<file path="config.mk">
export PLATFORM = sky130hd
export DESIGN_NAME = pli_ram
export DESIGN_NICKNAME = d
export VERILOG_FILES = /design/src/design/assert_macros.svh /design/src/design/pli_ram.sv
export SDC_FILE = /design/constraint.sdc
export NUM_CORES = 2
export LEC_CHECK = 0
export ABC_AREA = 1
export BUFFER_PORTS_ARGS = -buffer_cell sky130_fd_sc_hd__buf_4
export CELL_PAD_IN_SITES_DETAIL_PLACEMENT = 2
export CELL_PAD_IN_SITES_GLOBAL_PLACEMENT = 2
export CORE_UTILIZATION = 30
export CTS_CLUSTER_DIAMETER = 200
export DETAILED_ROUTE_END_ITERATION = 12
export MAX_ROUTING_LAYER = met4
export PLACE_DENSITY_LB_ADDON = 0.1
export SLEW_MARGIN = 30
export SYNTH_ARGS = -nofsm -noshare
export SYNTH_HDL_FRONTEND = slang
export SYNTH_SLANG_ARGS = --single-unit
</file>
<file path="constraint.sdc">
create_clock -name clk -period 3.5 [get_ports clk]
set_input_delay 0.35 -clock clk [delete_from_list [all_inputs] [get_ports clk]]
set_output_delay 0.35 -clock clk [all_outputs]
set_load 0.1 [all_outputs]
</file>
<file path="src/design/assert_macros.svh">
// Assertion macros shared by the interpolator RTL.
// Depends on a clock named clk and an active-high reset named rst in the including module.
`ifndef ASSERT_MACROS_SVH
`define ASSERT_MACROS_SVH

// Same-cycle implication, off during reset
`define ASSERT_SAME(lbl, ante, cons, msg) \
  lbl: assert property (@(posedge clk) disable iff (rst) (ante) |-> (cons)) else $error(msg);

// Next-cycle implication, off during reset
`define ASSERT_NEXT(lbl, ante, cons, msg) \
  lbl: assert property (@(posedge clk) disable iff (rst) (ante) |=> (cons)) else $error(msg);

`endif

</file>
<file path="src/design/pli_ram.sv">
// Generic single-write, single-read synchronous RAM with registered read data.
// No dependencies.
module pli_ram #(
  parameter int WIDTH = 32,
  parameter int DEPTH = 128
) (
  input  logic                     clk,
  input  logic                     we,
  input  logic [$clog2(DEPTH)-1:0] waddr,
  input  logic [WIDTH-1:0]         wdata,
  input  logic [$clog2(DEPTH)-1:0] raddr,
  output logic [WIDTH-1:0]         rdata
);

  logic [WIDTH-1:0] mem [DEPTH];

  // Write port and registered read port
  always_ff @(posedge clk) begin
    if (we) begin
      mem[waddr] <= wdata;
    end
    rdata <= mem[raddr];
  end

endmodule

</file>
**Word-level counts from Yosys, hierarchy flattened**

Memories as Yosys holds them, arrays and structs flattened. A register that Yosys moved wholly into a read port is not among the register bits.
Cells that the tools add are included.
Widths: inputs -> output; s select.

- Bits in registers: 0
- Bits in writable memories: 4096
- Word-level logic and storage cells: 3
- Memories kept: 1

- Mux-type cells: 2

Memory list:

| memory | depth | width | read ports | clocked after memory_dff | write ports | line | RTL |
|---|---|---|---|---|---|---|---|
| mem | 128 | 32 | 1 | 1 | 1 | pli_ram.sv:15 | `logic [WIDTH-1:0] mem [DEPTH];` |

Operators with widths:

| cell | count |
|---|---|
| $mux 1 | 2 |

**Logic depth before layout (Yosys ltp)**

- Depth after elaboration: 2
- Gate-level depth with buffers: 13
- Gate-level depth less buffers: 9

**Worst setup path after synthesis**

No wires, ideal clock.

- Path type: input to register
- Start: input we
- End: memory mem[105][0], enable pin
- Setup time: 0.421 ns
- Arrival time: 2.327 ns
- Slack: 0.752 ns
- Stages: 4
- Buffers on the path: 2
- Cells stage by stage: clkbuf_1 > nand2_1 > clkbuf_1 > nor2_1

- Word-level cells in the longest chain between the ends: 2

Ends and longest elaborated chain:

| item | line | RTL |
|---|---|---|
| from (decl) | pli_ram.sv:8 | `input logic we,` |
| $mux 1 | pli_ram.sv:19 | `if (we) begin` |
| $mux 1 (implied by the code) | pli_ram.sv:20 | `mem[waddr] <= wdata;` |
| to (decl) | pli_ram.sv:15 |  |

No other way between the ends.

==> reports/results.ini <==
[worst_setup_path]
cp-start-kind=input port
cp.arrival_ps=3920
reg2regPathDepth=9
startpoint=raddr[0]
crit_slowest_cell=nand3_1
crit_type=input port to flip-flop
critPathBufInv=6
cp-end-kind=flip-flop
cp.depth=14
critPathTopFamily=simple AND/OR/NAND/NOR gates
worstPathRequired_ps=4420
r2r_start=mem[55][17]
worstPathMaxFanout=70
r2r-end=rdata[17]
path_cells=buf_16 > inv_16 > buf_12 > buf_12 > buf_12 > buf_4 > nand2_1 > nand3_1 > nand3_1 > nand3_1 > nand3_1 > nand3_1 > nand3_1 > nand2_1
crit_end=rdata[26]
cp_slowest_stage_delay_ps=450
rrSetupSlack_ps=950
crit_top_cell=nand3_1

[power_and_ir_drop]
peakVddDrop_v=0.000452
cellLeakagePower_nw=66.7
powerDensity_nw_per_um2=570

[synthesis]
netlist_instances=13400
ys_ff_latch=4128
synth.avg_cell_area_um2=12.3
netlist-cell-type-count=15
yosysSeqAreaShare_pct=75.1
syn_nets=13400
synth_area_um2=165000
ys_warn_count=0

[drt]
drt_first_pass_iters=7
via_per_inst=5.30
drc=0
ant_nets=0
drt-total-wl_um=676000
drt-initial-drc-count=9503
vias=114000
wire_per_inst_um=31.6

[sta]
rsz0062_at_grt=false
relSlewSlack_pct=24.4
final-setup-viol-count=0
fin_crit_sh_pct=85.7
maxSlewViolCount=0
tightest_slew_ps=1130
post-route-min-period_ps=3000
fmax_mhz=333
hold_viol_final=0
final.setup.worst_slack_ps=499
finClkSkew_ps=53.9

[clock_tree]
cts_buffers=479
cts.htree.levels=5
clk_pin_slew_ps=60
cts_tree=done
clockRootBuffer=clkbuf_16
clock_path_buffers=4
cts_resized=0
post_cts_buffers=0
clk_latency_ps=1040
cts.sinks=4128

[global_route]
grt_pass1_wl_um=945000
grt_use_met2_pct=40.1
use_met3_pct=2.44
grt_busiest_layer=met2
first_global_vias=121000
grtUsageTotal_pct=24.7
antenna_found_initial=60
grt_max_degree=150
grt.overflow.total=0
grtUsageMet1_pct=33.8

[placed_design]
place_congestion=0.788
post-dp-hpwl_um=389000
place_ws_ps=-530
io_buffers=79
placedCellCount=20500

[hold_path]
hp-class=input port to flip-flop

[final_layout]
drive_gt1_share_pct=10.6
nNetsFinal=13800
finalNonFillerCells=21400
syn_to_final_growth_pct=18.1

[floorplan]
coreArea_um2=546000
die_y_um=743
die_w_um=743
start_util_pct=30.2
dieArea_um2=552000
fp-row-count=271
ios=80

[job]
cap_violations=0

[outcome]
status=finished clean

==> worst min-delay path, cell delays in order <==
cell	delay [ps]
buf_4	250
nand3_1	170
nand3_1	70
buf_4	180
nand2_1	60
==> cells by family (layout without fill, tap and decap cells) <==
kind of cell	Yosys count	after routing	synth area share (%)
and+or+nand+nor	8328	8328	22.1
DFF	4128	4128	75.1
buffers and inverters	933	1693	2.84
other	0	29	0
==> final cells by class <==
cell class,instances,area [µm²]
diodes,29,72.6
clock buffers,626,12700
repair buffers,779,9540
inverters,24,144
flip-flops and latches,4128,124000
well taps,7234,9050
fillers,55700,351000
multi-input cells,8328,37300
clock inverters,264,1910
==> what timing repair did <==
item	4_1_cts	5_1_grt
endpoints found under the setup margin	0	0
hold endpoints to repair	1493	0
hold buffers	33	0
==> worst min-delay path by stage <==
stage	depth (start not counted)	to	start	slack [ps]
floorplan	0	mem[0][0]	wdata[0]	450
global placement	1	mem[25][18]	wdata[18]	840
detailed placement	1	mem[124][2]	wdata[2]	800
CTS	4	rdata[6]	raddr[6]	30
global route	4	rdata[28]	raddr[6]	100
finish	5	rdata[30]	raddr[5]	150
==> metal layers <==
layer / vias up / wire length [µm]
met5: - / 0
met1: 61500 / 310000
met2: 2484 / 321000
li1: 48800 / -
met3: 687 / 29300
met4: 0 / 14900
==> cell usage after synthesis, drive strengths merged <==
master | instances | area (µm²)
dfxtp | 32 | 641
nand2 | 4151 | 15600
clkbuf | 109 | 409
edfxtp | 4096 | 123000
buf | 800 | 4170
inv | 24 | 95.1
nor3 | 8 | 40.0
nand3 | 4035 | 20200
nor2 | 134 | 503
==> cells in the final DEF (no fill, tap or decap), drive strengths merged, types with 23 or more instances in the layout <==
| master | netlist | layout |
|---|---|---|
| nand3 | 4035 | 4035 |
| inv | 24 | 36 |
| buf | 800 | 746 |
| clkbuf | 109 | 626 |
| nand2 | 4151 | 4151 |
| diode | 0 | 29 |
| dfxtp | 32 | 32 |
| edfxtp | 4096 | 4096 |
| clkinv | 0 | 225 |
| nor2 | 134 | 134 |
| dlygate4sd3 | 0 | 33 |
| bufinv | 0 | 23 |
==> registers in the layout (all words and copies together) (netlist names) <==
| register | cells |
|---|---|
| mem | 4096 |
| rdata | 32 |
==> report_power, final <==
| part | internal, mW | switching [mW] |
|---|---|---|
| Sequential | 54.6 | 0.159 |
| Combinational | 1.93 | 6.20 |
| Clock | 27.1 | 20.8 |
| Total | 83.6 | 27.2 |
==> stage by stage <==
stage	TNS [ps]	hold WS (ps)	util (%)	instance area, µm²	total power, mW
2_1_floorplan	0	449	-	165000	59.3
3_3_place_gp	-1210	838	32.8	179000	63.8
3_5_place_dp	-1480	803	32.8	179000	64.0
4_1_cts	0	32.0	35.6	194000	112
5_1_grt	0	102	35.6	194000	114
6_report	0	148	35.6	194000	111
(Power assumes the default switching activity.)
