$ cat src/design/assert_macros.svh
// Assertion macros shared by the interpolator RTL.
// Depends on a clock named clk and an active-high reset named rst in the including module.
`ifndef ASSERT_MACROS_SVH
`define ASSERT_MACROS_SVH

// Same-cycle implication, off during reset
`define ASSERT_SAME(lbl, ante, cons, msg) \
  lbl: assert property (@(posedge clk) disable iff (rst) (ante) |-> (cons)) else $error(msg);

// Next-cycle implication, off during reset
`define ASSERT_NEXT(lbl, ante, cons, msg) \
  lbl: assert property (@(posedge clk) disable iff (rst) (ante) |=> (cons)) else $error(msg);

`endif

$ cat src/design/pli_pkg.sv
// Package for the piecewise linear interpolator: sizes, codes and sequencer states.
// No dependencies; used by pli_div and piecewise_linear_interpolator.
package pli_pkg;

  localparam int MAX_POINTS = 128;
  localparam int IDX_W      = $clog2(MAX_POINTS);
  localparam int DATA_W     = 16;
  localparam int WORD_W     = 2 * DATA_W;
  localparam int PC_W       = 8;
  localparam logic [PC_W-1:0] PC_RESET = PC_W'(128);

  typedef enum logic {
    ACT_LOAD  = 1'b0,
    ACT_QUERY = 1'b1
  } action_t;

  typedef enum logic [1:0] {
    KIND_BELOW  = 2'd0,
    KIND_INTERP = 2'd1,
    KIND_ABOVE  = 2'd2
  } kind_t;

  typedef enum logic [2:0] {
    ST_IDLE,
    ST_SCAN,
    ST_PREP,
    ST_DIV,
    ST_MUL,
    ST_SUM,
    ST_FIN
  } state_t;

  // Handshake between the sequencer and the fraction divider
  typedef struct packed {
    logic              start;
    logic [DATA_W-1:0] dividend;
    logic [DATA_W-1:0] divisor;
  } div_req_t;

  typedef struct packed {
    logic              done;
    logic [DATA_W-1:0] quotient;
  } div_rsp_t;

endpackage

$ cat src/design/pli_div.sv
// Restoring divider for the Q0.16 segment fraction: (dividend << 16) / divisor, one bit a cycle.
// Depends on pli_pkg and assert_macros.svh; dividend must be below divisor.
`include "assert_macros.svh"

module pli_div
  import pli_pkg::*;
(
  input  logic     clk,
  input  logic     rst,
  input  div_req_t req,
  output div_rsp_t rsp
);

  localparam int CNT_W = $clog2(DATA_W + 1);

  logic [DATA_W:0]     rem;
  logic [DATA_W-1:0]   quo;
  logic [CNT_W-1:0]    cnt;
  logic                busy;
  logic                done;
  logic [DATA_W:0]     trial;
  logic                take;

  // Shift the partial remainder and test against the divisor
  assign trial = {rem[DATA_W-1:0], 1'b0};
  assign take  = trial >= {1'b0, req.divisor};

  // Control: count quotient bits, pulse done after the last one
  always_ff @(posedge clk) begin
    if (rst) begin
      busy <= 1'b0;
      done <= 1'b0;
      cnt  <= '0;
    end else begin
      done <= 1'b0;
      if (req.start) begin
        busy <= 1'b1;
        cnt  <= CNT_W'(DATA_W);
      end else if (busy) begin
        cnt <= cnt - CNT_W'(1);
        if (cnt == CNT_W'(1)) begin
          busy <= 1'b0;
          done <= 1'b1;
        end
      end
    end
  end

  // Datapath: one quotient bit per cycle
  always_ff @(posedge clk) begin
    if (req.start) begin
      rem <= {1'b0, req.dividend};
      quo <= '0;
    end else if (busy) begin
      rem <= take ? (trial - {1'b0, req.divisor}) : trial;
      quo <= {quo[DATA_W-2:0], take};
    end
  end

  assign rsp.done     = done;
  assign rsp.quotient = quo;

  `ASSERT_SAME(a_busy_count, busy, cnt != '0, "divider busy with zero count")
  `ASSERT_NEXT(a_done_once, done, !done, "divider done held for two cycles")

endmodule

$ cat config.mk
export PLATFORM = sky130hd
export DESIGN_NAME = pli_div
export DESIGN_NICKNAME = d
export VERILOG_FILES = /design/src/design/pli_pkg.sv /design/src/design/pli_div.sv
export VERILOG_INCLUDE_DIRS = /design/src /design/src/design
export SDC_FILE = /design/constraint.sdc
export NUM_CORES = 1
export LEC_CHECK = 0
export ABC_CLOCK_PERIOD_IN_PS = 4400
export BUFFER_PORTS_ARGS = -buffer_cell sky130_fd_sc_hd__buf_2
export CAP_MARGIN = 10
export CORE_MARGIN = 4
export CORE_UTILIZATION = 60
export CTS_BUF_LIST = sky130_fd_sc_hd__clkbuf_8
export CTS_CLUSTER_DIAMETER = 40
export DETAILED_ROUTE_END_ITERATION = 7
export PLACE_DENSITY_LB_ADDON = 0.15
export SYNTH_ARGS = -nofsm -noshare
export SYNTH_HDL_FRONTEND = slang
export SYNTH_SLANG_ARGS = --single-unit
$ cat constraint.sdc
create_clock -name clk -period 4.4 [get_ports clk]
set_input_delay 0.22 -clock clk [delete_from_list [all_inputs] [get_ports clk]]
set_output_delay 0.22 -clock clk [all_outputs]
set_load 0.005 [all_outputs]
# Word-level counts from Yosys, hierarchy flattened

Cells that the tools add are included.

Register bits: 39
Input port bits: 35
Output and inout bits: 17
Word-level logic and storage cells: 23

Add/sub/neg operators: 2
Magnitude comparators: 1
Equality and inequality tests: 1
Muxes and demuxes: 9
Bitwise logic cells: 1
Reductions and logical operators: 3

Operator list:

| operator                                                               | number |
|---|---|
| 16-bit two-way mux                                                     | 3 |
| 17-bit by 16-bit greater-or-equal comparator with 1-bit output         | 1 |
| 16-bit subtractor                                                      | 1 |
| 5-bit two-way mux                                                      | 2 |
| 5-bit by 1-bit equality test with 1-bit output (second input constant) | 1 |
| 5-bit by 1-bit subtractor with 5-bit output (second input constant)    | 1 |
| 1-bit two-way mux                                                      | 4 |
| 3-bit OR reduction                                                     | 1 |
| 2-bit nonzero test                                                     | 1 |
| 2-bit OR reduction                                                     | 1 |
| 1-bit NOT                                                              | 1 |

# Longest topological paths before layout

Gate-level depths: netlist (run 1).

Word-level depth: 4
Depth in mapped cells: 10

# Worst setup path before layout (run 1)

No wires, ideal clock.

Kind: reg2reg
Start: register rem[7]
End: register rem[10], data pin
Setup time: 0.255 ns
Data arrival time: 2.100 ns
Data required time: 4.145 ns
Path slack: 2.045 ns
Stages on the path, launching flop included: 9
Period minus slack after synthesis: 2.355 ns
Cells stage by stage: edfxtp_1 ha_1 clkbuf_1 nand4_1 a211o_1 and3_1 buf_6 a221o_1 a31o_1

Longest elaborated chain between the ends: 4
Elaborated cells on any way between the ends: 5
Those cells by class: add/sub (1); order compare (1); mux (3)

Ends and longest elaborated chain:

| what                                                                                                       | RTL line                     | text |
|---|---|---|
| start: declaration                                                                                         | pli_div.sv:16                | `logic [DATA_W:0] rem;` |
| start signal: assignment                                                                                   | pli_div.sv:52                | `rem <= {1'b0, req.dividend};` |
| start signal: assignment                                                                                   | pli_div.sv:55                | `rem <= take ? (trial - {1'b0, req.divisor}) : trial;` |
| 16-bit subtractor / 17-bit by 16-bit greater-or-equal comparator with 1-bit output (equally long branches) | pli_div.sv:55, pli_div.sv:26 |  |
| 16-bit two-way mux *                                                                                       | pli_div.sv:55                |  |
| 16-bit two-way mux *                                                                                       | pli_div.sv:54                | `end else if (busy) begin` |
| 16-bit two-way mux *                                                                                       | pli_div.sv:51                | `if (req.start) begin` |

Every way passes the cells marked *; elsewhere a longest branch is shown, timed or not. The select of a mux whose other input is x is not followed.
A chain may end at the register's enable or synchronous reset.

# Worst setup path in the final report (run 1)

Start: register rem[3]
End: register rem[11], data pin

The elaborated chain is that of the path after synthesis.

==> impl_metrics.json, run 1 <==
{
  "cts_sinks": 39,
  "slew_headroom": 0.412,
  "synth_edf_count": 16,
  "required_ns": 4.46,
  "multiInputGateArea_um2": 1580,
  "clock_path_buffers": 2,
  "cts_buffers": 5,
  "critPathKind": "reg2reg",
  "place.gp.congestion": 0.947,
  "yosys_warnings": 0,
  "hold_slack_ns": 0.181,
  "crit_cells": 7,
  "area_delta_synth_final_pct": 13.4,
  "num-fill-cells": 371,
  "synth_flop_cell": "dfxtp_1",
  "grt_overflow": 0,
  "gr-usage-all-layers": 0.224,
  "postCtsSetupRepairBufs": 0,
  "async_flop_share": 0,
  "dieArea_um2": 5620,
  "hpwlAfterDp_um": 4540,
  "finalInstanceArea_um2": 3050,
  "status": "finished clean",
  "clock_latency_ns": 0.30,
  "drv_cap": 0,
  "r2r-end": "rem[11]$_DFFE_PP_",
  "hold_buffers": 0,
  "place_area_um2": 2930,
  "path_buf_inv": 0,
  "final_common_cell": "buf_2",
  "seq_area_frac_synth": 0.350,
  "tns_ns": 0,
  "start_util": 0.618,
  "seq_area_um2": 941,
  "antenna_cells": 0,
  "path_max_fanout": 14,
  "cp-startpoint": "rem[3]$_DFFE_PP_",
  "cts.clk_slew.worst_paths_ns": 0.08,
  "via_count": 2392,
  "tightest_slew_ns": 0.879,
  "cp_cell_sequence": "ha_1 > o211ai_1 > a21o_1 > a211o_1 > a31oi_2 > and2b_1 > o31a_1",
  "antenna_found_initial": 0,
  "setup_slack_ns": 1.42,
  "critPathMaxStageDelay_ns": 0.75,
  "die_h_um": 74.9,
  "r2r_slack_ns": 1.42,
  "grt_first_pass_wirelength_um": 9630,
  "syn_inst": 307,
  "fin_crit_ns": 2.98,
  "wl_per_cell_um": 15.5,
  "cts.repair.resized": 0,
  "dp_slack_ns": 1.49,
  "power.total_mw": 1.39,
  "max-vdd-ir-drop_mv": 0.260,
  "ys_seq_elements": 39,
  "tritoncts": "done",
  "startpoint_type": "flop",
  "skew_ns": 0.00939,
  "syn_area_um2": 2690,
  "fin_crit_sh": 0.676,
  "setup.worst_path.end_class": "flop",
  "reg2reg_from": "rem[3]$_DFFE_PP_",
  "path_delay_family": "compound AO/OA/AOI/OAI gates",
  "die_w_um": 74.9,
  "syn_nets": 361,
  "yosysUniqueCellTypes": 53,
  "nNetsFinal": 403,
  "core_region_area_um2": 4350,
  "hp-class": "in2reg",
  "io_pins": 52,
  "critPathArrivalTime_ns": 3.03,
  "drc": 0,
  "rsz0062_at_grt": "no",
  "first_iter_violations": 134,
  "clockRootBuffer": "clkbuf_8",
  "p_leak_nw": 1.39,
  "avgSynthCellArea_um2": 8.76,
  "vias_per_cell": 5.95,
  "grt_pass1_vias": 2164,
  "finalHoldViolCount": 0,
  "maxSlewViolCount": 0,
  "numPortBuffers": 51,
  "final_cell_mix": "buf_2, nor2_1, mux2i_1",
  "htreeDepth": 2,
  "reg2reg_depth": 7,
  "power_density_nw_per_um2": 456,
  "grt_max_degree": 48,
  "ant_nets": 0,
  "setup_viol": 0,
  "max_freq_mhz": 336,
  "cp_slowest_cell": "a31oi_2",
  "drive_above_1_share": 0.194,
  "crit_path_end": "rem[11]$_DFFE_PP_",
  "wirelength_um": 6230,
  "num_rows": 24,
  "dr.pass1.iters": 4
}
==> layer usage <==
| layer | vias up | routed length [µm] | track usage |
|---|---|---|---|
| met5 | - | 0 | 0 |
| li1 | 1181 | - | - |
| met4 | 0 | 78 | 0.0613 |
| met1 | 1132 | 2620 | 0.271 |
| met3 | 9 | 373 | 0.0547 |
| met2 | 70 | 3150 | 0.396 |
==> cell usage after synthesis (2+ instances only) <==
cell,number,share of area
xor2_1,5,0.016
a21o_1,4,0.011
inv_1,23,0.032
or2_2,2,0.0047
nand3b_1,2,0.0056
nor2b_1,4,0.0093
o211ai_1,3,0.0084
buf_2,2,0.0037
nor2_1,32,0.045
nor3_1,4,0.0074
ha_1,18,0.084
o21ai_0,17,0.032
o21ai_1,5,0.0093
a21oi_1,19,0.035
dfxtp_1,23,0.17
o31a_1,4,0.013
clkbuf_1,8,0.011
o311ai_1,2,0.0065
or3_1,3,0.0070
nand4_1,3,0.0070
nand3_1,6,0.011
xnor2_1,7,0.023
and2_1,3,0.0070
nor4b_1,2,0.0065
nand2b_1,6,0.014
and3_1,4,0.0093
a211o_1,3,0.0098
nand2_1,22,0.031
edfxtp_1,16,0.18
buf_1,4,0.0056
mux2i_1,24,0.089
buf_6,2,0.0084
a211oi_1,2,0.0056
a31oi_1,4,0.0093
==> cell families after synthesis <==
logic type	share of synthesized area
XOR/XNOR	0.0391
multiplexers	0.0935
adder cells (fa/ha/maj)	0.0912
buffers and inverters	0.0637
AO/OA/AOI/OAI	0.188
AND/OR/NAND/NOR	0.174
flip-flops	0.350
==> where the power goes <==
part,switching [mW],internal [mW]
Combinational,0.349,0.255
Sequential,0.0314,0.439
Clock,0.131,0.184
==> through the flow <==
step,utilization,instances
floorplan,-,307
global placement,0.673,394
detailed placement,0.673,394
CTS,0.700,402
global route,0.700,402
finish,0.700,402
==> state kept, by name, indices dropped and copies added, names as in the netlist <==
signal  count
rem        16
cnt         5
quo        16
done        1
busy        1
==> area by class of cell <==
type / instances / area share
Timing Repair Buffer: 52 / 0.0862
Sequential cell: 39 / 0.309
Inverter: 23 / 0.0283
Tap cell: 52 / 0.0213
Multi-Input combinational cell: 228 / 0.517
Clock buffer: 6 / 0.0271
Clock inverter: 2 / 0.0115
==> how the worst min path moves through the flow <==
stage | from | endpoint | depth (start not counted)
2_1_floorplan | rst | cnt[4]$_SDFFE_PP0P_ | 1
3_3_place_gp | quo[15]$_SDFFE_PP0P_ | quo[15]$_SDFFE_PP0P_ | 2
3_5_place_dp | rst | busy$_SDFF_PP0_ | 2
4_1_cts | rst | cnt[3]$_SDFFE_PP0P_ | 2
5_1_grt | rst | cnt[2]$_SDFFE_PP0P_ | 2
6_report | rst | cnt[3]$_SDFFE_PP0P_ | 2
(Power assumes the default switching activity.)
==> inputs of run 2 (changes only) <==
--- a/config.mk
+++ b/config.mk
@@ -6,11 +6,11 @@
 export SDC_FILE = /design/constraint.sdc
 export NUM_CORES = 1
 export LEC_CHECK = 0
-export ABC_CLOCK_PERIOD_IN_PS = 4400
+export ABC_CLOCK_PERIOD_IN_PS = 2600
 export BUFFER_PORTS_ARGS = -buffer_cell sky130_fd_sc_hd__buf_2
 export CAP_MARGIN = 10
 export CORE_MARGIN = 4
-export CORE_UTILIZATION = 60
+export CORE_UTILIZATION = 52
 export CTS_BUF_LIST = sky130_fd_sc_hd__clkbuf_8
 export CTS_CLUSTER_DIAMETER = 40
 export DETAILED_ROUTE_END_ITERATION = 7
==> constraint.sdc (replaced) <==
create_clock -name clk -period 2.6 [get_ports clk]
set_input_delay 0.13 -clock clk [delete_from_list [all_inputs] [get_ports clk]]
set_output_delay 0.13 -clock clk [all_outputs]
set_load 0.005 [all_outputs]
==> run 2 against run 1 <==
  * Final cell count up 6.0%
  * Core utilization down 5.3 points
  * Die area up 14%
  * Maximum frequency up 19%
  * Setup slack worse by 1.3 ns
  * Largest power group unchanged
  * Clock power up 68%
  * Non-clock buffer count up 9
  * Critical path type unchanged
  * First-iteration DRC count up 25%
  * Critical path depth up 1
==> impl_metrics.json, run 2 (synthesis gave the netlist of run 1 again) <==
{
  "status": "finished clean",
  "antenna_cells": 0,
  "setup.worst_path.end_class": "flop",
  "grt_util_met1": 0.264,
  "first_iter_violations": 167,
  "wirelength_um": 6240,
  "hold_depth": 2,
  "hp-class": "in2reg",
  "critPathArrivalTime_ns": 2.54,
  "dieArea_um2": 6390,
  "start_util": 0.551,
  "r2r-end": "rem[1]$_DFFE_PP_",
  "place.gp.congestion": 0.956,
  "pwr-share-comb": 0.453,
  "postCtsSetupRepairBufs": 0,
  "drc": 0,
  "rsz0062_at_grt": "no",
  "grt_first_pass_wirelength_um": 10500,
  "ant_nets": 0,
  "area_delta_synth_final_pct": 17.5,
  "multiInputGateArea_um2": 1590,
  "path_max_fanout": 10,
  "top_regs": "quo: 16 flops, rem: 16 flops, cnt: 5 flops",
  "tns_ns": 0,
  "worstHoldEndpoint": "busy$_SDFF_PP0_",
  "reg2reg_depth": 8,
  "max-vdd-ir-drop_mv": 0.485,
  "critPathKind": "reg2reg",
  "fin_crit_sh": 0.960,
  "finalHoldViolCount": 0,
  "r2r_slack_ns": 0.10,
  "p_switching_mw": 0.879,
  "clockRootBuffer": "clkbuf_8",
  "hpwlAfterDp_um": 4800,
  "final_common_cell": "buf_2",
  "startpoint_type": "flop",
  "tritoncts": "done",
  "clock_latency_ns": 0.29,
  "htreeDepth": 2,
  "cts_buffers": 5,
  "seq_area_um2": 941,
  "slew_headroom": 0.654,
  "vias_per_cell": 5.52,
  "required_ns": 2.64,
  "wl_per_cell_um": 14.6,
  "cts.clk_slew.worst_paths_ns": 0.08,
  "die_h_um": 79.9,
  "grt_overflow": 0,
  "tightest_slew_ns": 0.518,
  "clock_path_buffers": 2,
  "core_region_area_um2": 4880,
  "maxSlewViolCount": 0,
  "grt_use_met2": 0.343,
  "drive_above_1_share": 0.220,
  "skew_ns": 0.00530,
  "max_freq_mhz": 401,
  "hp-start": "rst",
  "num-fill-cells": 455,
  "power_density_nw_per_um2": 770,
  "p_leak_nw": 1.44,
  "grt_pass1_vias": 2352,
  "via_count": 2350,
  "dr.pass1.iters": 5,
  "die_w_um": 79.9,
  "io_pins": 52,
  "grt_most_used_layer": "met2",
  "hold_buffers": 0,
  "fin_crit_ns": 2.50,
  "numPortBuffers": 51,
  "grt_max_degree": 31,
  "swShare": 0.361,
  "drv_cap": 0,
  "reg2reg_from": "rem[13]$_DFFE_PP_",
  "num_rows": 25,
  "final_cell_mix": "buf_2, nor2_1, mux2i_1",
  "cellInternalPower_mw": 1.56,
  "setup_viol": 0,
  "seq_power_share": 0.329,
  "gr-usage-all-layers": 0.209,
  "power.total_mw": 2.44,
  "nNetsFinal": 412,
  "antenna_found_initial": 0,
  "cts_sinks": 39,
  "gr-usage-met3": 0.0485,
  "clock_power_share": 0.218
}
run 2: cell types whose count changed in the layout (fill, tap and decap cells not counted), sizes merged:
| cell | before | now |
|---|---|---|
| buf | 52 | 61 |
run 2: critical path, stage by stage, from the launching register on:
cell      delay (ns)
edfxtp_1        0.42
ha_1            0.31
a21o_1          0.17
a211o_1         0.33
a311oi_2        0.40
a31oi_4         0.17
buf_12          0.18
mux2_2          0.21
o21ai_1         0.05
run 2: stage by stage:
stage          area [µm²]  hold slack [ns]  utilization  instances  setup WS, ns
4_1_cts              3150           0.0756        0.645        426        0.0383
3_3_place_gp         3030            0.394        0.621        418         0.134
2_1_floorplan        2690            0.199            -        307         0.245
3_5_place_dp         3030            0.394        0.621        418        0.0660
6_report             3160           0.0815        0.648        426         0.104
5_1_grt              3160           0.0897        0.648        426        0.0104
run 2: metal layers:
layer  vias up  routed length [µm]  part of all wire
met2        72                3020              0.48
li1       1196                   -                 -
met4         0                 135             0.022
met5         -                   0                 0
met3        10                 388             0.062
met1      1072                2690              0.43
run 2: what timing repair did:
item,in CTS,in global routing
gates resized for setup,0,3
setup endpoints to repair,0,12
hold endpoints to repair,0,0
run 2: area by class of cell:
class                           instances  area share
Clock inverter                          2      0.0111
Sequential cell                        39       0.298
Inverter                               23      0.0273
Clock buffer                            6      0.0261
Tap cell                               67      0.0265
Timing Repair Buffer                   61       0.108
Multi-Input combinational cell        228       0.503
run 2: power by group through the flow:
stage	Clock (mW)	Combinational [mW]	Sequential, mW
after floorplan	0	0.818	0.785
after global placement	0	1.06	0.813
after detailed placement	0	1.08	0.815
after CTS	0.545	1.09	0.801
after global routing	0.573	1.22	0.810
final	0.530	1.10	0.802
run 2: worst max path at each step:
stage / startpoint / end / slack, ns / cells after the start
finish: rem[13]$_DFFE_PP_ / rem[1]$_DFFE_PP_ / 0.10 / 8
global route: rem[3]$_DFFE_PP_ / rem[13]$_DFFE_PP_ / 0.01 / 7
CTS: rem[3]$_DFFE_PP_ / rem[1]$_DFFE_PP_ / 0.04 / 8
detailed placement: rem[3]$_DFFE_PP_ / rem[1]$_DFFE_PP_ / 0.07 / 8
global placement: rem[11]$_DFFE_PP_ / rem[1]$_DFFE_PP_ / 0.13 / 8
floorplan: rem[7]$_DFFE_PP_ / rem[10]$_DFFE_PP_ / 0.25 / 8
